File: config.mk
export PLATFORM = sky130hd
export DESIGN_NAME = two_peer_link_supervisor_top
export DESIGN_NICKNAME = d
export VERILOG_FILES = /design/src/rtl/tpls_pkg.sv /design/src/rtl/tpls_step.sv /design/src/rtl/tpls_rsp_queue.sv /design/src/rtl/two_peer_link_supervisor_top.sv
export SDC_FILE = /design/constraint.sdc
export NUM_CORES = 1
export LEC_CHECK = 0
export BUFFER_PORTS_ARGS = -buffer_cell sky130_fd_sc_hd__buf_2
export CAP_MARGIN = 40
export CORE_AREA = 2 2 191 193
export DETAILED_ROUTE_END_ITERATION = 8
export DIE_AREA = 0 0 193 195
export GPL_ROUTABILITY_DRIVEN = 0
export PLACE_DENSITY = 0.77
export SYNTH_ARGS = -nofsm -noshare
export SYNTH_HDL_FRONTEND = slang
export SYNTH_SLANG_ARGS = --single-unit
export TNS_END_PERCENT = 10
File: constraint.sdc
create_clock -name clock -period 19.4 [get_ports clock]
set_input_delay 3.88 -clock clock [delete_from_list [all_inputs] [get_ports clock]]
set_output_delay 3.88 -clock clock [all_outputs]
set_load 0.005 [all_outputs]
File: src/rtl/tpls_pkg.sv
// Package for the two-peer link supervisor: link, command and message codes,
// register indexes and reset values, and the structs shared by the modules.
// No dependencies.
package tpls_pkg;

   typedef enum logic [1:0] {
      LINK_SEARCHING    = 2'd0,
      LINK_CONNECTED    = 2'd1,
      LINK_DISCONNECTED = 2'd2
   } link_type;

   typedef enum logic [1:0] {
      CMD_POLL   = 2'd0,
      CMD_REPORT = 2'd1,
      CMD_WAKE   = 2'd2,
      CMD_QUEUE  = 2'd3
   } cmd_type;

   typedef enum logic [1:0] {
      KIND_STATUS      = 2'd0,
      KIND_MODE_UPDATE = 2'd1,
      KIND_FRAME       = 2'd2
   } kind_type;

   localparam int CSR_INDEX_BITS = 3;

   localparam logic [CSR_INDEX_BITS-1:0] CSR_INPUT_MODE      = 3'd0;
   localparam logic [CSR_INDEX_BITS-1:0] CSR_SEARCH_TIMEOUT  = 3'd1;
   localparam logic [CSR_INDEX_BITS-1:0] CSR_FAST_INTERVAL   = 3'd2;
   localparam logic [CSR_INDEX_BITS-1:0] CSR_HEARTBEAT       = 3'd3;
   localparam logic [CSR_INDEX_BITS-1:0] CSR_ACTIVE_INTERVAL = 3'd4;
   localparam logic [CSR_INDEX_BITS-1:0] CSR_IDLE_INTERVAL   = 3'd5;

   localparam logic [1:0]  MODE_IDLE_A = 2'd1;
   localparam logic [1:0]  MODE_IDLE_B = 2'd3;

   localparam logic [15:0] RST_SEARCH_TIMEOUT  = 16'd10000;
   localparam logic [15:0] RST_FAST_INTERVAL   = 16'd250;
   localparam logic [15:0] RST_HEARTBEAT       = 16'd3000;
   localparam logic [15:0] RST_ACTIVE_INTERVAL = 16'd10;
   localparam logic [15:0] RST_IDLE_INTERVAL   = 16'd500;

   typedef struct packed {
      logic [1:0]  input_mode;
      logic [15:0] search_timeout;
      logic [15:0] fast_interval;
      logic [15:0] heartbeat_interval;
      logic [15:0] active_interval;
      logic [15:0] idle_interval;
   } cfg_type;

   typedef struct packed {
      link_type rx_link;
      link_type gl_link;
      logic     rx_fail_armed;
      logic     rx_search_off;
      logic     gl_fail_armed;
      logic     gl_search_off;
      logic     update_pending;
      logic     gl_sent_once;
   } ctl_type;

   typedef struct packed {
      kind_type   kind;
      logic       wake;
      logic [1:0] mode;
      link_type   rx_status;
      link_type   gl_status;
      logic       last;
   } rsp_type;

endpackage

File: src/rtl/tpls_step.sv
// Next-state and result logic for one transaction of the link supervisor.
// Purely combinational; depends on tpls_pkg.
module tpls_step #(
   parameter int TIME_BITS = 32
) (
   input  tpls_pkg::cfg_type         cfg,
   input  tpls_pkg::ctl_type         ctl,
   input  logic [TIME_BITS-1:0]      rx_fail_start,
   input  logic [TIME_BITS-1:0]      gl_fail_start,
   input  logic [TIME_BITS-1:0]      gl_last_send,
   input  logic [TIME_BITS-1:0]      rx_last_send,
   input  logic [1:0]                command,
   input  logic [TIME_BITS-1:0]      now,
   input  logic                      peer,
   input  logic                      success,
   output tpls_pkg::ctl_type         ctl_in,
   output logic [TIME_BITS-1:0]      rx_fail_start_in,
   output logic [TIME_BITS-1:0]      gl_fail_start_in,
   output logic [TIME_BITS-1:0]      gl_last_send_in,
   output logic [TIME_BITS-1:0]      rx_last_send_in,
   output tpls_pkg::rsp_type         res0,
   output tpls_pkg::rsp_type         res1,
   output logic                      two_results
);
   import tpls_pkg::*;

   logic [TIME_BITS-1:0] rx_fail_el;
   logic [TIME_BITS-1:0] gl_fail_el;
   logic [TIME_BITS-1:0] gl_send_el;
   logic [TIME_BITS-1:0] rx_send_el;
   logic [TIME_BITS-1:0] gap;
   logic [TIME_BITS-1:0] fgap;
   logic                 searching;
   logic                 sched;
   logic                 wake;
   logic                 gl_due;
   logic                 frame_due;
   logic                 frame_emit;
   rsp_type              upd_rsp;
   rsp_type              frm_rsp;
   rsp_type              sts_rsp;

   assign rx_fail_el = now - rx_fail_start;
   assign gl_fail_el = now - gl_fail_start;
   assign gl_send_el = now - gl_last_send;
   assign rx_send_el = now - rx_last_send;

   always_comb begin
      ctl_in           = ctl;
      rx_fail_start_in = rx_fail_start;
      gl_fail_start_in = gl_fail_start;
      gl_last_send_in  = gl_last_send;
      rx_last_send_in  = rx_last_send;
      searching        = 1'b0;
      sched            = 1'b0;
      wake             = 1'b0;
      gap              = '0;
      fgap             = '0;
      gl_due           = 1'b0;
      frame_due        = 1'b0;
      frame_emit       = 1'b0;

      unique case (cmd_type'(command)) inside
         CMD_REPORT: begin
            if (!peer) begin
               if (success) begin
                  ctl_in.rx_search_off = 1'b0;
                  ctl_in.rx_fail_armed = 1'b0;
                  rx_fail_start_in     = '0;
                  ctl_in.rx_link       = LINK_CONNECTED;
               end else if (!ctl.rx_fail_armed) begin
                  ctl_in.rx_fail_armed = 1'b1;
                  rx_fail_start_in     = now;
                  ctl_in.rx_link       = LINK_SEARCHING;
               end
            end else begin
               if (success) begin
                  ctl_in.gl_search_off  = 1'b0;
                  ctl_in.gl_fail_armed  = 1'b0;
                  gl_fail_start_in      = '0;
                  ctl_in.gl_link        = LINK_CONNECTED;
                  ctl_in.update_pending = 1'b0;
               end else if (!ctl.gl_fail_armed) begin
                  ctl_in.gl_fail_armed = 1'b1;
                  gl_fail_start_in     = now;
                  ctl_in.gl_link       = LINK_SEARCHING;
               end
            end
         end
         CMD_WAKE, CMD_QUEUE: begin
            if (cmd_type'(command) == CMD_WAKE) begin
               ctl_in.rx_search_off = 1'b0;
               ctl_in.rx_fail_armed = 1'b0;
               rx_fail_start_in     = '0;
               ctl_in.rx_link       = LINK_SEARCHING;
            end
            ctl_in.gl_search_off  = 1'b0;
            ctl_in.gl_fail_armed  = 1'b0;
            gl_fail_start_in      = '0;
            ctl_in.gl_link        = LINK_SEARCHING;
            ctl_in.update_pending = 1'b1;
            ctl_in.gl_sent_once   = 1'b0;
         end
         default: begin
            if (!ctl.rx_search_off && ctl.rx_fail_armed &&
                rx_fail_el > TIME_BITS'(cfg.search_timeout)) begin
               ctl_in.rx_search_off = 1'b1;
               ctl_in.rx_link       = LINK_DISCONNECTED;
            end
            if (!ctl.gl_search_off && ctl.gl_fail_armed &&
                gl_fail_el > TIME_BITS'(cfg.search_timeout)) begin
               ctl_in.gl_search_off = 1'b1;
               ctl_in.gl_link       = LINK_DISCONNECTED;
            end
            if (!(ctl_in.rx_search_off && ctl_in.gl_search_off)) begin
               searching = (ctl_in.gl_link == LINK_SEARCHING) && !ctl_in.gl_search_off;
               if (ctl.update_pending || searching) begin
                  sched = 1'b1;
                  gap   = TIME_BITS'(cfg.fast_interval);
                  wake  = 1'b1;
               end else if (ctl_in.gl_link == LINK_CONNECTED) begin
                  sched = 1'b1;
                  gap   = TIME_BITS'(cfg.heartbeat_interval);
               end
               gl_due = sched && (!ctl.gl_sent_once || gl_send_el >= gap);
               if (gl_due) begin
                  gl_last_send_in     = now;
                  ctl_in.gl_sent_once = 1'b1;
               end
               fgap = (cfg.input_mode == MODE_IDLE_A || cfg.input_mode == MODE_IDLE_B) ?
                      TIME_BITS'(cfg.idle_interval) : TIME_BITS'(cfg.active_interval);
               frame_due = rx_send_el >= fgap;
               if (frame_due) begin
                  rx_last_send_in = now;
               end
               frame_emit = frame_due && !ctl_in.rx_search_off;
            end
         end
      endcase
   end

   always_comb begin
      sts_rsp           = '0;
      sts_rsp.kind      = KIND_STATUS;
      sts_rsp.rx_status = ctl_in.rx_link;
      sts_rsp.gl_status = ctl_in.gl_link;
      sts_rsp.last      = 1'b1;

      upd_rsp      = sts_rsp;
      upd_rsp.kind = KIND_MODE_UPDATE;
      upd_rsp.wake = wake;
      upd_rsp.mode = cfg.input_mode;
      upd_rsp.last = !frame_emit;

      frm_rsp      = sts_rsp;
      frm_rsp.kind = KIND_FRAME;
      frm_rsp.mode = cfg.input_mode;

      two_results = gl_due && frame_emit;
      res1        = frm_rsp;
      if (gl_due) begin
         res0 = upd_rsp;
      end else if (frame_emit) begin
         res0 = frm_rsp;
      end else begin
         res0 = sts_rsp;
      end
   end

endmodule

File: src/rtl/tpls_rsp_queue.sv
// Four-entry result queue: takes one or two results a cycle, hands out one.
// Depends on tpls_pkg.
module tpls_rsp_queue (
   input  logic              clock,
   input  logic              reset,
   input  logic              push,
   input  logic              push_two,
   input  tpls_pkg::rsp_type d0,
   input  tpls_pkg::rsp_type d1,
   input  logic              pop,
   output logic              room,
   output logic              head_valid,
   output tpls_pkg::rsp_type head
);
   import tpls_pkg::*;

   rsp_type    slot_ff [4];
   logic [1:0] wr_ff;
   logic [1:0] wr_in;
   logic [1:0] rd_ff;
   logic [1:0] rd_in;
   logic [2:0] count_ff;
   logic [2:0] count_in;
   logic [2:0] push_cnt;
   logic       pop_ok;

   assign pop_ok     = pop && (count_ff != 3'd0);
   assign push_cnt   = push ? (push_two ? 3'd2 : 3'd1) : 3'd0;
   assign wr_in      = wr_ff + push_cnt[1:0];
   assign rd_in      = rd_ff + {1'b0, pop_ok};
   assign count_in   = count_ff + push_cnt - {2'b00, pop_ok};
   assign room       = count_ff <= 3'd2;
   assign head_valid = count_ff != 3'd0;
   assign head       = slot_ff[rd_ff];

   always_ff @(posedge clock) begin
      if (push) begin
         slot_ff[wr_ff] <= d0;
      end
      if (push && push_two) begin
         slot_ff[wr_ff + 2'd1] <= d1;
      end
   end

   always_ff @(posedge clock) begin
      if (reset) begin
         wr_ff    <= '0;
         rd_ff    <= '0;
         count_ff <= '0;
      end else begin
         wr_ff    <= wr_in;
         rd_ff    <= rd_in;
         count_ff <= count_in;
      end
   end

endmodule

File: src/rtl/two_peer_link_supervisor_top.sv
// Two-peer link supervisor: link state, fail timers and message scheduling.
// The results of a transaction are registered in the result queue and offered from its head.
// Throughput: one transaction per cycle while req_ready is high; results leave at one per
// cycle while rsp_ready is high, so a transaction with two results holds the output for both.
// The four-entry result queue drops req_ready while fewer than two entries are free.
// Reset (synchronous): links searching, timers cleared, queue empty, registers at defaults.
module two_peer_link_supervisor_top #(
   parameter int TIME_BITS = 32
) (
   input  logic        clock,
   input  logic        reset,
   input  logic        req_valid,
   output logic        req_ready,
   input  logic [1:0]  req_command,
   input  logic [31:0] req_now_ms,
   input  logic        req_peer,
   input  logic        req_success,
   output logic        rsp_valid,
   input  logic        rsp_ready,
   output logic [1:0]  rsp_message_kind,
   output logic        rsp_wake_flag,
   output logic [1:0]  rsp_mode_sent,
   output logic [1:0]  rsp_receiver_status,
   output logic [1:0]  rsp_glove_status,
   output logic        rsp_last_item,
   input  logic        csr_valid,
   output logic        csr_ready,
   input  logic [tpls_pkg::CSR_INDEX_BITS-1:0] csr_index,
   input  logic [15:0] csr_wdata
);
   import tpls_pkg::*;

   cfg_type              cfg_ff;
   cfg_type              cfg_in;
   ctl_type              ctl_ff;
   ctl_type              ctl_in;
   logic [TIME_BITS-1:0] rx_fail_start_ff;
   logic [TIME_BITS-1:0] rx_fail_start_in;
   logic [TIME_BITS-1:0] gl_fail_start_ff;
   logic [TIME_BITS-1:0] gl_fail_start_in;
   logic [TIME_BITS-1:0] gl_last_send_ff;
   logic [TIME_BITS-1:0] gl_last_send_in;
   logic [TIME_BITS-1:0] rx_last_send_ff;
   logic [TIME_BITS-1:0] rx_last_send_in;
   logic [TIME_BITS-1:0] now;
   logic                 accept;
   logic                 two_results;
   rsp_type              res0;
   rsp_type              res1;
   rsp_type              head;

   assign csr_ready = 1'b1;
   assign accept    = req_valid && req_ready;
   assign now       = TIME_BITS'(req_now_ms);

   always_comb begin
      cfg_in = cfg_ff;
      if (csr_valid) begin
         unique case (csr_index)
            CSR_INPUT_MODE:      cfg_in.input_mode         = csr_wdata[1:0];
            CSR_SEARCH_TIMEOUT:  cfg_in.search_timeout     = csr_wdata;
            CSR_FAST_INTERVAL:   cfg_in.fast_interval      = csr_wdata;
            CSR_HEARTBEAT:       cfg_in.heartbeat_interval = csr_wdata;
            CSR_ACTIVE_INTERVAL: cfg_in.active_interval    = csr_wdata;
            CSR_IDLE_INTERVAL:   cfg_in.idle_interval      = csr_wdata;
            default:             cfg_in = cfg_ff;
         endcase
      end
   end

   tpls_step #(
      .TIME_BITS(TIME_BITS)
   ) u_step (
      .cfg              (cfg_ff),
      .ctl              (ctl_ff),
      .rx_fail_start    (rx_fail_start_ff),
      .gl_fail_start    (gl_fail_start_ff),
      .gl_last_send     (gl_last_send_ff),
      .rx_last_send     (rx_last_send_ff),
      .command          (req_command),
      .now              (now),
      .peer             (req_peer),
      .success          (req_success),
      .ctl_in           (ctl_in),
      .rx_fail_start_in (rx_fail_start_in),
      .gl_fail_start_in (gl_fail_start_in),
      .gl_last_send_in  (gl_last_send_in),
      .rx_last_send_in  (rx_last_send_in),
      .res0             (res0),
      .res1             (res1),
      .two_results      (two_results)
   );

   always_ff @(posedge clock) begin
      if (reset) begin
         cfg_ff.input_mode         <= '0;
         cfg_ff.search_timeout     <= RST_SEARCH_TIMEOUT;
         cfg_ff.fast_interval      <= RST_FAST_INTERVAL;
         cfg_ff.heartbeat_interval <= RST_HEARTBEAT;
         cfg_ff.active_interval    <= RST_ACTIVE_INTERVAL;
         cfg_ff.idle_interval      <= RST_IDLE_INTERVAL;
         ctl_ff.rx_link            <= LINK_SEARCHING;
         ctl_ff.gl_link            <= LINK_SEARCHING;
         ctl_ff.rx_fail_armed      <= 1'b0;
         ctl_ff.rx_search_off      <= 1'b0;
         ctl_ff.gl_fail_armed      <= 1'b0;
         ctl_ff.gl_search_off      <= 1'b0;
         ctl_ff.update_pending     <= 1'b0;
         ctl_ff.gl_sent_once       <= 1'b0;
         rx_fail_start_ff          <= '0;
         gl_fail_start_ff          <= '0;
         gl_last_send_ff           <= '0;
         rx_last_send_ff           <= '0;
      end else begin
         cfg_ff <= cfg_in;
         if (accept) begin
            ctl_ff           <= ctl_in;
            rx_fail_start_ff <= rx_fail_start_in;
            gl_fail_start_ff <= gl_fail_start_in;
            gl_last_send_ff  <= gl_last_send_in;
            rx_last_send_ff  <= rx_last_send_in;
         end
      end
   end

   tpls_rsp_queue u_queue (
      .clock      (clock),
      .reset      (reset),
      .push       (accept),
      .push_two   (two_results),
      .d0         (res0),
      .d1         (res1),
      .pop        (rsp_ready),
      .room       (req_ready),
      .head_valid (rsp_valid),
      .head       (head)
   );

   assign rsp_message_kind    = head.kind;
   assign rsp_wake_flag       = head.wake;
   assign rsp_mode_sent       = head.mode;
   assign rsp_receiver_status = head.rx_status;
   assign rsp_glove_status    = head.gl_status;
   assign rsp_last_item       = head.last;

endmodule
======== Word level (Yosys, flattened, before mapping) ========
Memory sizes are Yosys's and may differ from the RTL's. A register that Yosys moved wholly into a read port is not among the register bits.
Index checks and enable logic that the tools add are counted.
W data, S select, Z words.
operators by class
  add/sub/neg operators ................... 9
  magnitude comparators ................... 5
  equality and inequality tests ........... 18
  multiplexer cells ....................... 63
  bitwise gates (word level) .............. 3
  reductions and logical operators ........ 44
operators by type and width
  operator              number
  $mux W32              10
  $pmux W32 S2          2
  $sub A32 B32 Y32      4
  $ge A32 B32 Y1        2
  $gt A32 B16 Y1        2
  $mux W16              2
  $mux W2               15
  $reduce_and A4 Y1     7
  $mux W1               23
  $mux W10              2
  $logic_and A1 B1 Y1   12
  $pmux W1 S2           6
  $reduce_and A2 Y1     6
  $ne A2 B2 Y1 const B  4
  $pmux W4 S2           1
  $eq A2 B1 Y1 const B  3
  $eq A2 B2 Y1 const B  3
  $eq A3 B2 Y1 const B  2
  $eq A3 B3 Y1 const B  2
  $logic_not A1 Y1      6
  $mux W3               2
  $ne A3 B3 Y1 const B  2
  $reduce_and A3 Y1     2
  $reduce_and A5 Y1     1
  other kinds (16)      21
storage, ports and cells
  flip-flop bits (word level) ............. 227
  bits in writable memories ............... 40
  bits of input ports ..................... 60
  output and inout bits ................... 13
  word-level logic and storage cells ...... 164
  memories ................................ 1
memories
  name             depth  width  read ports  clocked after memory_dff  write ports  line                  source
  u_queue.slot_ff  4      10     1           1                         2            tpls_rsp_queue.sv:17  rsp_type slot_ff [4];

======== Logic depth before layout (Yosys ltp) ========
  depth after elaboration ................. 21
  depth in mapped cells ................... 42
  depth with buffers taken out ............ 40

======== Cells and area by module ========
Synthesis repeated with hierarchy kept, for this count alone.
unflattened totals
  cell total of the unflattened synthesis .. 2844
  area, all modules ....................... 23646.4 µm²
by module, submodules not included
  module                        instances  cells an instance  area an instance (µm²)  sequential area each (µm²)
  tpls_step                     1          1757               12034.0                 0.0
  two_peer_link_supervisor_top  1          942                9228.9                  4404.2
  tpls_rsp_queue                1          145                2383.5                  1341.3

======== Worst setup path before layout ========
OpenSTA, ideal clock, no wires.
  path kind ............................... input -> register
  from .................................... in req_now_ms[3]
  to ...................................... reg u_queue.count_ff[2]
  setup time .............................. 0.128 ns
  data arrival time ....................... 12.350 ns
  data required time ...................... 19.272 ns
  setup slack ............................. 6.923 ns
  stages .................................. 41
  path buffers ............................ 3
  path through ............................ ha_1 -> a21o_1 -> a21oi_1 -> a21oi_1 -> o21ai_0 -> a21oi_1 -> o21a_1 -> nor2_1 -> xnor2_1 -> ha_1 -> a21o_1 -> a21o_1 -> a21oi_1 -> o22ai_1 -> a2111oi_0 -> o221ai_1 -> or4_1 -> nor4_1 -> (+5 left out) -> a21o_1 -> a2111oi_0 -> o21ai_0 -> nor4b_1 -> nor4b_1 -> and4_1 -> nand4_1 -> o31ai_1 -> a31o_2 -> clkbuf_1 -> clkbuf_1 -> nor2_1 -> nand2_1 -> ha_1 -> fa_1 -> xnor2_1 -> xnor2_1 -> nor2_1
between the ends
  cells in the longest elaborated chain, start to end .. 21
  elaborated cells between the ends (all ways) .. 43
  classes of those cells .................. add/sub (6); order compare (4); eq/ne (1); mux (20); reduce/logical (12)
RTL lines
  element                                                      line                                source
  start, declared                                              two_peer_link_supervisor_top.sv:15  input logic [31:0] req_now_ms,
  $sub A32 B32 Y32                                             tpls_step.sv:44                     assign gl_fail_el = now - gl_fail_start;
  $gt A32 B16 Y1                                               tpls_step.sv:111                    gl_fail_el > TIME_BITS'(cfg.search_timeout)) begin
  $logic_and A1 B1 Y1                                          tpls_step.sv:110                    if (!ctl.gl_search_off && ctl.gl_fail_armed &&
  $mux W2 / $mux W1 (equally long branches)                    tpls_step.sv:110
  $mux W2 / $mux W1 (equally long branches)                    tpls_step.sv:63                     unique case (cmd_type'(command)) inside
  $logic_not A2 Y1 / $logic_not A1 Y1 (equally long branches)  tpls_step.sv:116                    searching = (ctl_in.gl_link == LINK_SEARCHING) && !ctl_in.gl_search_off;
  $logic_and A1 B1 Y1                                          tpls_step.sv:116
  $logic_or A1 B1 Y1                                           tpls_step.sv:117                    if (ctl.update_pending || searching) begin
  (+5 left out)                                                n/a
  $logic_and A1 B1 Y1                                          tpls_step.sv:125                    gl_due = sched && (!ctl.gl_sent_once || gl_send_el >= gap);
  $mux W1                                                      tpls_step.sv:115                    if (!(ctl_in.rx_search_off && ctl_in.gl_search_off)) begin
  $mux W1                                                      tpls_step.sv:63
  $logic_and A1 B1 Y1 (*)                                      tpls_step.sv:159                    two_results = gl_due && frame_emit;
  $mux W2 (*)                                                  tpls_rsp_queue.sv:28                assign push_cnt = push ? (push_two ? 3'd2 : 3'd1) : 3'd0;
  $mux W3 (*)                                                  tpls_rsp_queue.sv:28
  $add A3 B3 Y3 (*)                                            tpls_rsp_queue.sv:31                assign count_in = count_ff + push_cnt - {2'b00, pop_ok};
  $sub A3 B1 Y3 (*)                                            tpls_rsp_queue.sv:31
  end signal, assigned                                         tpls_rsp_queue.sv:53                count_ff <= count_in;
  end, declared                                                tpls_rsp_queue.sv:22                logic [2:0] count_ff;
Mark *: on every way between the ends. The rest lies on a longest branch, timed or not. The select of a mux whose other input is x is not followed.
A chain may end at the register's enable or synchronous reset.

======== Worst setup path after layout ========
  from .................................... in req_now_ms[1]
  to ...................................... reg u_queue.count_ff[2]
The elaborated chain is that of the path after synthesis.

==> impl_metrics.csv <==
group,metric,value,unit
synthesis,synth_top_area_share,23.1,%
power,p_leak,8.33,nW
sta,worst_pin_slew,1.00,ns
clock_tree,cts-buffers-inserted,34,
layout,num_antenna_cells,0,
synthesis,synth-seq-area-share,26.5,%
synthesis,yosysMostFrequentCell,"nand2_1",
sta,rsz0062_at_grt,"false",
synthesis,yosys-top-cells-area,"dfxtp_1, ha_1, a21oi_1",
sta,slew_viol_final,0,
synthesis,synth_edf_count,24,
synthesis,syn_area,21100,µm²
synthesis,synth_common_cells,"nand2_1, a21oi_1, dfxtp_1, ha_1, inv_1",
synthesis,yosysTopAreaCell,"dfxtp_1",
floorplan,io_pins,73,
synthesis,synth_ff_type,"dfxtp_1",
job,maxCapViolations,0,
layout,final_util,64.5,%
status,run_status,"complete, no violations",
power,finalPower,1.96,mW
floorplan,start_util,59.5,%
synthesis,synth.area.mux_share,2.41,%
power,p_per_area,86.0,nW/µm²
sta,setup_viol,0,
floorplan,die_height,195,µm
place,post-place-ws,6.00,ns
setup_path,crit_start,"req_now_ms[1]",
hold_path,holdCritStartpoint,"cfg_ff[18]",
synthesis,syn_nets,3076,
setup_path,cp_slowest_cell,"or4_1",
drt,avgRoutedWirePerCell,20.2,µm
synthesis,synthArstFlopShare,0,%
synthesis,avgSynthCellArea,7.49,µm²
clock_tree,cts_tree,"yes",
clock_tree,clock_path_buffers,3,
global_route,grt_pass1_vias,20100,
sta,holdWs,0.452,ns
drt,vias,21700,
floorplan,die-width,193,µm
sta,finalWorstSetupSlack,6.12,ns
setup_path,slowest_delay,0.58,ns
global_route,grt_pass1_wl,106000,µm
floorplan,row_count,69,
clock_tree,cts_setup_buffers,0,
place,place.port_buffers,71,
layout,drive_gt1_share,7.12,%
synthesis,yosysWarnings,0,
synthesis,synthAdderAreaFrac,12.2,%
synthesis,syn_inst,2814,
sta,fin_skew,0.0202,ns
global_route,grt_use_total,34.4,%
drt,drtIter0Drc,2129,
clock_tree,root_buffer,"clkbuf_16",
setup_path,critical_path.endpoint_type,"flop",
synthesis,synth_seq_cells,267,
setup_path,path_class,"in2reg",
clock_tree,cts_resized,0,
synthesis,synth_compound_area_share,25.8,%
clock_tree,h-tree-depth,2,
global_route,antenna_found_initial,1,
floorplan,core_area,35400,µm²
synthesis,ys_types,86,
synthesis,post_synth_and_or_nand_nor_area_fraction,23.1,%
drt,first_pass_iters,6,
sta,fmax,0.0753,GHz
hold_path,hp-class,"reg2reg",
setup_path,crit_arrival,13.66,ns
clock_tree,holdBufCountCts,0,
drt,ant_nets,0,
sta,slew_headroom,33.1,%
place,dp_hpwl,48300,µm
floorplan,die-area,37600,µm²
clock_tree,cts.clk_slew.worst_paths,0.06,ns
setup_path,critical_path_peak_fanout,16,
sta,hold_viol,0,
layout,finalNetCount,3048,
clock_tree,clk_latency,0.53,ns
layout,syn2layout_area_growth,8.32,%
power,ir_drop,0.105,mV
global_route,grt-ovfl-total,0,
sta,period_share,68.5,%
synthesis,synth_xor_area_share,3.49,%
clock_tree,cts_sinks,267,
sta,fin_crit,13.28,ns
global_route,grt_max_degree,85,
synthesis,synth_top_family_by_area,"compound AO/OA/AOI/OAI gates",
sta,tns,0,ns
drt,wirelength,66100,µm
setup_path,critPathRequiredTime,19.78,ns
setup_path,r2r-start,"gl_fail_start_ff[1]",
drt,vias_per_cell,6.63,
drt,drc,0,
setup_path,cp-start-kind,"primary input",
[cell families after synthesis]
kind of cell               count (synthesis)
other                                      1
muxes                                     38
buffers and inverters                    360
and+or+nand+nor                          993
AOI/OAI and AO/OA                        869
DFF                                      267
adders and majority gates                202
xor gates and xnor gates                  84
[critical path: cells and delay by family]
kind            cells  cell delay, ns
compound gates     19            4.55
buf+inv             4            0.82
xor+xnor            3            0.54
fa+ha+maj           5            1.41
simple gates       10            2.44
[report_power, final]
group / switching [mW] / internal, mW
clock: 0.256 / 0.399
combinational: 0.422 / 0.250
sequential: 0.0357 / 0.601
[metrics by stage]
step                area (µm²)  cells
floorplan                21100   2814
global placement         21600   3203
detailed placement       21700   3211
CTS                      22800   3270
global route             22800   3270
finish                   22800   3270
[area by class of cell]
| cell class | count | area [µm²] |
|---|---|---|
| flip-flops and latches | 267 | 5590 |
| clock inverters | 17 | 205 |
| multi-input cells | 2187 | 14200 |
| clock buffers | 42 | 942 |
| repair buffers | 101 | 604 |
| well taps | 461 | 577 |
| inverters | 195 | 732 |
| fillers | 3097 | 12600 |
[flip-flops by register name, summed over array words and instances, names as in the netlist]
| name | count |
|---|---|
| u_queue.slot_ff | 40 |
| u_queue.count_ff | 3 |
| u_queue.wr_ff | 2 |
| u_queue.rd_ff | 2 |
| ctl_ff | 10 |
| gl_last_send_ff | 32 |
| rx_fail_start_ff | 32 |
| cfg_ff | 82 |
| gl_fail_start_ff | 32 |
| rx_last_send_ff | 32 |
[cell usage in the layout, fill, tap and decap left out, types with 10 or more instances in the layout]
cell type,count
a211o_1,25
a211oi_1,29
a21o_1,52
a21oi_1,353
a22oi_1,19
a31oi_1,22
and2_1,17
and3_1,17
and4_1,11
buf_2,72
buf_4,26
clkbuf_16,35
dfxtp_1,243
edfxtp_1,24
ha_1,197
inv_1,195
mux2i_1,26
mux4_2,10
nand2_1,372
nand2b_1,30
nand3_1,141
nand3b_1,32
nand4_1,80
nor2_1,119
nor2b_1,22
nor3_1,60
nor4_1,22
o211ai_1,27
o21a_1,32
o21ai_0,146
o21bai_1,12
o221ai_1,11
o31ai_1,39
or3_1,24
or4_1,13
xnor2_1,55
xor2_1,29
[per-layer routing]
| metal | routed length [µm] | track usage (%) | share of wire (%) |
|---|---|---|---|
| met1 | 28200 | 47.3 | 43 |
| met2 | 28500 | 52.6 | 43 |
| met3 | 6170 | 5.59 | 9.3 |
| met4 | 3250 | 15.4 | 4.9 |
| met5 | 12 | 0 | 0.018 |
[path summary, 6_finish.rpt]
check | to | slack (ns) | cells past startpoint
min reg2reg | cfg_ff[18] | 0.45 | 2
min | cfg_ff[18] | 0.45 | 2
max | u_queue.count_ff[2] | 6.12 | 41
max reg2reg | u_queue.count_ff[2] | 9.36 | 41
No activity file was read; power rests on OpenSTA's default activity.
